## src/hdl/sida_pkg.sv

```systemverilog
`timescale 1ns / 1ps

package sida_pkg;

  // Width of the integer; bit VALUE_BITS-1 is the sign.
  localparam int VALUE_BITS = 64;

  // Decimal digits that cover 2**(VALUE_BITS-1).
  localparam int DIGITS = (VALUE_BITS * 30103) / 100000 + 1;
  localparam int BCD_BITS = 4 * DIGITS;
  localparam int IDX_BITS = (DIGITS > 1) ? $clog2(DIGITS) : 1;

  // Shift-and-add-3 steps done in each pipeline stage.
  localparam int STEP_BITS = 8;
  localparam int STAGES = (VALUE_BITS + STEP_BITS - 1) / STEP_BITS;
  localparam int PAD_BITS = STAGES * STEP_BITS;

  // Field widths of the ports.
  localparam int NUMBER_BITS = 64;
  localparam int ROOM_BITS = 16;
  localparam int CHAR_BITS = 8;
  localparam int LEN_BITS = 5;

  localparam logic [ROOM_BITS-1:0] ROOM_NEEDED = 16'd21;
  localparam logic [CHAR_BITS-1:0] ASCII_ZERO = 8'h30;
  localparam logic [CHAR_BITS-1:0] ASCII_MINUS = 8'h2D;

  // Item state carried down the conversion pipeline.
  typedef struct packed {
    logic neg;
    logic err;
    logic [PAD_BITS-1:0] bin;
    logic [BCD_BITS-1:0] bcd;
  } work_t;

endpackage

```

## src/hdl/sida_dabble_stage.sv

```systemverilog
`timescale 1ns / 1ps

module sida_dabble_stage (
  input  logic                 clk,
  input  logic                 rst,
  input  logic                 enable,
  input  logic                 valid_in,
  input  sida_pkg::work_t      work_in,
  output logic                 valid_out,
  output sida_pkg::work_t      work_out
);

  sida_pkg::work_t work_next;

  // Run the shift-and-add-3 steps for this stage's slice of bits
  always_comb begin
    logic [sida_pkg::BCD_BITS-1:0] bcd;
    logic [sida_pkg::PAD_BITS-1:0] bin;
    bcd = work_in.bcd;
    bin = work_in.bin;
    for (int k = 0; k < sida_pkg::STEP_BITS; k++) begin
      for (int d = 0; d < sida_pkg::DIGITS; d++) begin
        if (bcd[d*4 +: 4] >= 4'd5) begin
          bcd[d*4 +: 4] = bcd[d*4 +: 4] + 4'd3;
        end
      end
      bcd = {bcd[sida_pkg::BCD_BITS-2:0], bin[sida_pkg::PAD_BITS-1]};
      bin = {bin[sida_pkg::PAD_BITS-2:0], 1'b0};
    end
    work_next.neg = work_in.neg;
    work_next.err = work_in.err;
    work_next.bin = bin;
    work_next.bcd = bcd;
  end

  // Advance when downstream has room, otherwise hold
  always_ff @(posedge clk) begin
    if (rst) begin
      valid_out <= 1'b0;
    end else if (enable) begin
      valid_out <= valid_in;
    end
  end

  always_ff @(posedge clk) begin
    if (enable) begin
      work_out <= work_next;
    end
  end

endmodule

```

## src/hdl/sida_emitter.sv

```systemverilog
`timescale 1ns / 1ps

module sida_emitter (
  input  logic                             clk,
  input  logic                             rst,
  input  logic                             valid_in,
  input  sida_pkg::work_t                  work_in,
  output logic                             free,
  output logic                             strobe,
  output logic [sida_pkg::CHAR_BITS-1:0]   char_code,
  output logic                             last,
  output logic [sida_pkg::LEN_BITS-1:0]    text_length,
  output logic                             error
);

  logic                            active;
  logic                            err;
  logic                            sign;
  logic [sida_pkg::IDX_BITS-1:0]   idx;
  logic [sida_pkg::LEN_BITS-1:0]   len;
  logic [sida_pkg::BCD_BITS-1:0]   bcd;

  logic                            emit_last;
  logic                            load;
  logic [sida_pkg::IDX_BITS-1:0]   top;
  logic [3:0]                      digit;

  // Find the most significant nonzero digit; zero keeps digit 0
  always_comb begin
    top = '0;
    for (int d = 0; d < sida_pkg::DIGITS; d++) begin
      if (work_in.bcd[d*4 +: 4] != 4'd0) begin
        top = sida_pkg::IDX_BITS'(d);
      end
    end
  end

  assign digit     = bcd[idx*4 +: 4];
  assign emit_last = active && (err || (!sign && idx == '0));
  assign free      = !active || emit_last;
  assign load      = valid_in && free;

  // Load a converted item or step through its characters
  always_ff @(posedge clk) begin
    if (rst) begin
      active <= 1'b0;
    end else if (load) begin
      active <= 1'b1;
    end else if (emit_last) begin
      active <= 1'b0;
    end
  end

  always_ff @(posedge clk) begin
    if (load) begin
      err  <= work_in.err;
      sign <= work_in.neg && !work_in.err;
      idx  <= top;
      len  <= sida_pkg::LEN_BITS'(top) + sida_pkg::LEN_BITS'(1)
              + sida_pkg::LEN_BITS'(work_in.neg);
      bcd  <= work_in.bcd;
    end else if (active) begin
      if (sign) begin
        sign <= 1'b0;
      end else if (idx != '0) begin
        idx <= idx - 1'b1;
      end
    end
  end

  // Register one character per cycle on the result ports
  always_ff @(posedge clk) begin
    if (rst) begin
      strobe <= 1'b0;
    end else begin
      strobe <= active;
    end
  end

  always_ff @(posedge clk) begin
    if (active) begin
      if (err) begin
        char_code   <= '0;
        last        <= 1'b1;
        text_length <= '0;
        error       <= 1'b1;
      end else if (sign) begin
        char_code   <= sida_pkg::ASCII_MINUS;
        last        <= 1'b0;
        text_length <= '0;
        error       <= 1'b0;
      end else begin
        char_code   <= sida_pkg::ASCII_ZERO + {4'd0, digit};
        last        <= (idx == '0);
        text_length <= (idx == '0) ? len : '0;
        error       <= 1'b0;
      end
    end
  end

endmodule

```

## src/hdl/signed_int_to_decimal_ascii_unit.sv

```systemverilog
`timescale 1ns / 1ps
// Path: the first character of an item passes the capture register,
// 8 shift-and-add-3 stages, the emitter load and the output register.
// Throughput: one character per cycle; an item holds the emitter until
// its last character is sent (1 to 20 characters, one for an error item).
// rst clears the pipeline valid bits and the emitter; the receiver cannot stall.

module signed_int_to_decimal_ascii_unit (
  input  logic                               clk,
  input  logic                               rst,
  input  logic                               start,
  output logic                               busy,
  input  logic [sida_pkg::NUMBER_BITS-1:0]   number,
  input  logic [sida_pkg::ROOM_BITS-1:0]     room,
  output logic                               strobe,
  output logic [sida_pkg::CHAR_BITS-1:0]     char_code,
  output logic                               last,
  output logic [sida_pkg::LEN_BITS-1:0]      text_length,
  output logic                               error
);

  localparam int S = sida_pkg::STAGES;

  logic                   valid [0:S];
  sida_pkg::work_t        work  [0:S];
  logic                   enable [0:S];
  logic                   free;
  logic                   accept;

  logic [sida_pkg::VALUE_BITS-1:0] value;
  logic [sida_pkg::VALUE_BITS-1:0] mag;
  logic                            neg;

  // Stall chain: a stage takes new data when empty or when it moves on
  always_comb begin
    enable[S] = !valid[S] || free;
    for (int r = S - 1; r >= 0; r--) begin
      enable[r] = !valid[r] || enable[r+1];
    end
  end

  assign busy   = !enable[0];
  assign accept = start && !busy;

  // Capture: form the magnitude and check the room
  assign value = number[sida_pkg::VALUE_BITS-1:0];
  assign neg   = value[sida_pkg::VALUE_BITS-1];
  assign mag   = neg ? (~value + 1'b1) : value;

  always_ff @(posedge clk) begin
    if (rst) begin
      valid[0] <= 1'b0;
    end else if (enable[0]) begin
      valid[0] <= accept;
    end
  end

  always_ff @(posedge clk) begin
    if (enable[0]) begin
      work[0].neg <= neg;
      work[0].err <= (room < sida_pkg::ROOM_NEEDED);
      work[0].bin <= sida_pkg::PAD_BITS'(mag);
      work[0].bcd <= '0;
    end
  end

  // Binary to BCD pipeline
  for (genvar s = 0; s < S; s++) begin : g_stage
    sida_dabble_stage u_stage (
      .clk       (clk),
      .rst       (rst),
      .enable    (enable[s+1]),
      .valid_in  (valid[s]),
      .work_in   (work[s]),
      .valid_out (valid[s+1]),
      .work_out  (work[s+1])
    );
  end

  // Serialize characters onto the result ports
  sida_emitter u_emitter (
    .clk         (clk),
    .rst         (rst),
    .valid_in    (valid[S]),
    .work_in     (work[S]),
    .free        (free),
    .strobe      (strobe),
    .char_code   (char_code),
    .last        (last),
    .text_length (text_length),
    .error       (error)
  );

  // Checks
  a_error_form: assert property (@(posedge clk) disable iff (rst)
    strobe && error |-> last && char_code == '0 && text_length == '0)
    else $error("error result malformed");

  a_mid_char: assert property (@(posedge clk) disable iff (rst)
    strobe && !last |-> !error && text_length == '0)
    else $error("length or error on a middle character");

  a_last_len: assert property (@(posedge clk) disable iff (rst)
    strobe && last && !error |-> text_length != '0 && text_length <= 5'd20)
    else $error("bad text length on last character");

  a_minus_first: assert property (@(posedge clk) disable iff (rst)
    strobe && char_code == sida_pkg::ASCII_MINUS |-> !last ##1 strobe)
    else $error("minus sign not followed by a digit");

endmodule

```

## config.mk

```make
export PLATFORM = sky130hd
export DESIGN_NAME = signed_int_to_decimal_ascii_unit
export DESIGN_NICKNAME = d
export VERILOG_FILES = /design/src/hdl/sida_pkg.sv /design/src/hdl/sida_dabble_stage.sv /design/src/hdl/sida_emitter.sv /design/src/hdl/signed_int_to_decimal_ascii_unit.sv
export SDC_FILE = /design/constraint.sdc
export NUM_CORES = 2
export LEC_CHECK = 0
export ABC_AREA = 1
export BUFFER_PORTS_ARGS = -buffer_cell sky130_fd_sc_hd__buf_2
export CORE_UTILIZATION = 40
export CTS_CLUSTER_SIZE = 25
export DETAILED_ROUTE_END_ITERATION = 8
export MAX_ROUTING_LAYER = met4
export PLACE_DENSITY = 0.51
export SYNTH_ARGS = -nofsm -noshare
export SYNTH_HDL_FRONTEND = slang
export SYNTH_SLANG_ARGS = --single-unit
export TNS_END_PERCENT = 30
```

## constraint.sdc

```tcl
create_clock -name clk -period 21.6 [get_ports clk]
set_input_delay 2.16 -clock clk [delete_from_list [all_inputs] [get_ports clk]]
set_output_delay 2.16 -clock clk [all_outputs]
set_load 0.01 [all_outputs]
```

==> reports/results.ini <==
[setup_path]
cp-end-kind=output pin
r2r_start=u_emitter.idx[0]
cp_max_fo=41
crit_path_max_incr_delay_ns=1.16
crit_top_cell=nor2_1
arrival_ns=8.51
crit_buf_inv=14
crit_family=buffers and inverters
worstSetupStartpoint=u_emitter.idx[0]
path_class=reg2out
worstPathRequired_ns=19.44
critPathLaunchType=register
rrSetupSlack_ns=13.01
slowest_stage=edfxtp_1

[sta]
rsz0062_at_grt=no
holdWs_ns=0.415
slew-limit-headroom=0.183
period_share=0.494
skew_ns=0.0520
hold_violations=0
fin_setup_tns_ns=0
setup_viol=0
fmax_mhz=93.7
slew_viol_final=0
min_period_ns=10.67
worst_slack_ns=10.93
worst_slew_pin_slew_ns=1.23

[synthesis]
async_flop_share=0
syn-cell-area_um2=93700
ys_ff_latch=796
synth-edff-count=785
yosysSeqAreaShare=0.254
avgSynthCellArea_um2=6.74
synth_warnings=0
syn_inst=13900
synth.distinct_cells=64
ys.flop_type=edfxtp_1

[grt]
grt_max_degree=60
grt_pass1_wl_mm=331
grt_pass1_vias=79400
grt-ovfl-total=0
antenna_found_initial=8
grtUsageTotal=0.161

[detailed_routing]
wl_mm=187
drt-met1-wl_mm=85.4
wl_per_cell_um=10.8
routed_via_density=4.88
wl_met3_mm=4.51
drt_iter0_markers=3190
drtAntennaViolNets=0
route.detailed.drc=0
wl_met2_mm=93.6
num_vias=84500
firstDrtPassIters=8
top_layer=met4

[clocking]
clkLatencyLatePin_ns=0.76
cts_buffers=99
root_buffer=clkbuf_16
cts_buffer_depth=3
cts_tree=built
post_cts_buffers=0
cts.hold.buffers_added=0
cts_resized=0
cts_max_level=3
clk_pin_slew_ns=0.06
cts_num_sinks=796

[run]
drv_cap=0

[placement]
port-buffer-count=97
gp_congestion=0.850
dp_hpwl_mm=155
place_ws_ns=11.51
place_area_um2=98200

[final_layout]
fin_nets=14800
drive_above_1_share=0.147
syn_to_final_growth_pct=8.26
final_area_um2=101000
n_fill_cell=23500

[floorplan]
dieHeight_um=486
io_pins=100
rows=177
die_area_um2=236000
coreArea_um2=233000
initial_core_util=0.403
die_w_um=486

[min_path]
min_from=g_stage[0].u_stage.work_out[103]
hold_path.class=reg2reg

[run_status]
status=finished clean

==> sequential cells by signal, summed over array words and instances, names as in the netlist, 5 cells and up <==
register / count
u_emitter.idx: 5
work: 66
u_emitter.text_length: 5
g_stage.u_stage.work_out: 614
u_emitter.bcd: 80
g_stage.u_stage.valid_out: 8
u_emitter.len: 5
u_emitter.char_code: 6
==> per-layer routing <==
metal / track usage / vias to the layer above
met2: 0.299 / 587
li1: - / 46100
met1: 0.183 / 37600
met4: 0.0382 / 0
met5: - / -
met3: 0.0197 / 207
==> layout make-up <==
type | instances | area [um2] | area share
multi-input combinational | 10700 | 60900 | 0.600
sequential | 796 | 23800 | 0.234
inverter | 2391 | 8990 | 0.0886
tap | 3132 | 3920 | 0.0386
clock buffer | 122 | 2590 | 0.0256
clock inverter | 63 | 676 | 0.00666
timing repair buffer | 113 | 606 | 0.00597
antenna | 8 | 20.0 | 0.000197
==> path summary, 6_finish.rpt <==
| path | to | cells after the start |
|---|---|---|
| worst min-delay path | g_stage[1].u_stage.work_out[111] | 0 |
| worst max-delay path | busy | 27 |
| worst max register to register | work[1295] | 28 |
| worst min register to register | g_stage[1].u_stage.work_out[111] | 0 |
==> synthesized netlist by cell type (7+ instances only) <==
library cell  number  area share
a21oi_1          116      0.0062
a21o_2            26      0.0024
a21o_1           142       0.011
inv_1           2309       0.092
nand3_1         1557       0.083
nand4_1          650       0.043
o22ai_1           26      0.0017
nand3_4           21      0.0039
o21ai_2          194       0.018
or2_2              9     0.00060
dfxtp_1           11      0.0023
nand3_2          399       0.043
nor2_1           212      0.0085
xnor2_1           55      0.0051
nand2_1         4610        0.18
nand3b_1          85      0.0068
o21a_1             7     0.00056
nand2_4           78      0.0094
and2_1           199       0.013
and2_4            61      0.0057
xor2_2            35      0.0061
clkbuf_1          20     0.00080
and2_2            34      0.0027
xnor2_2           32      0.0056
nor3_1            27      0.0014
a31o_2            67      0.0063
o21ai_1          153      0.0082
ha_1             593       0.079
xor2_1           200       0.019
edfxtp_1         785        0.25
o21ai_4            9      0.0016
o211ai_1          18      0.0014
a31oi_1           11     0.00073
o21bai_1          23      0.0018
nand2_2          755       0.050
nor4_1            27      0.0018
inv_2             75      0.0030
o21ai_0          210       0.011
==> cell families (layout without fill, tap and decap cells) <==
kind of cell	Yosys count	count (layout)	synth area share
compound gates	1035	1035	0.0745
xor+xnor	324	324	0.0360
fa+ha+maj	593	593	0.0792
buf+inv	2413	2689	0.0967
flops	796	796	0.254
mux	3	3	0.000320
other cells	1	10	0.0000400
simple gates	8736	8736	0.459
==> stage by stage <==
step	instances	util
after floorplan	13900	-
after global placement	17100	0.422
after detailed placement	17100	0.422
after CTS	17300	0.436
after global routing	17300	0.436
final	17300	0.436
==> cell usage in the layout, fill, tap and decap left out, drive strengths merged, types with 18 or more instances in the layout <==
| master | n |
|---|---|
| a21o | 168 |
| a21oi | 119 |
| a31o | 68 |
| and2 | 294 |
| buf | 113 |
| clkbuf | 122 |
| clkinv | 57 |
| edfxtp | 785 |
| ha | 593 |
| inv | 2384 |
| nand2 | 5444 |
| nand3 | 1977 |
| nand3b | 85 |
| nand4 | 651 |
| nor2 | 217 |
| nor3 | 27 |
| nor4 | 27 |
| o211ai | 18 |
| o21ai | 566 |
| o21bai | 23 |
| o22ai | 26 |
| xnor2 | 88 |
| xor2 | 236 |
Power is not shown: default switching activity piles up to over one toggle a cycle in this logic, so the estimate is an artifact.
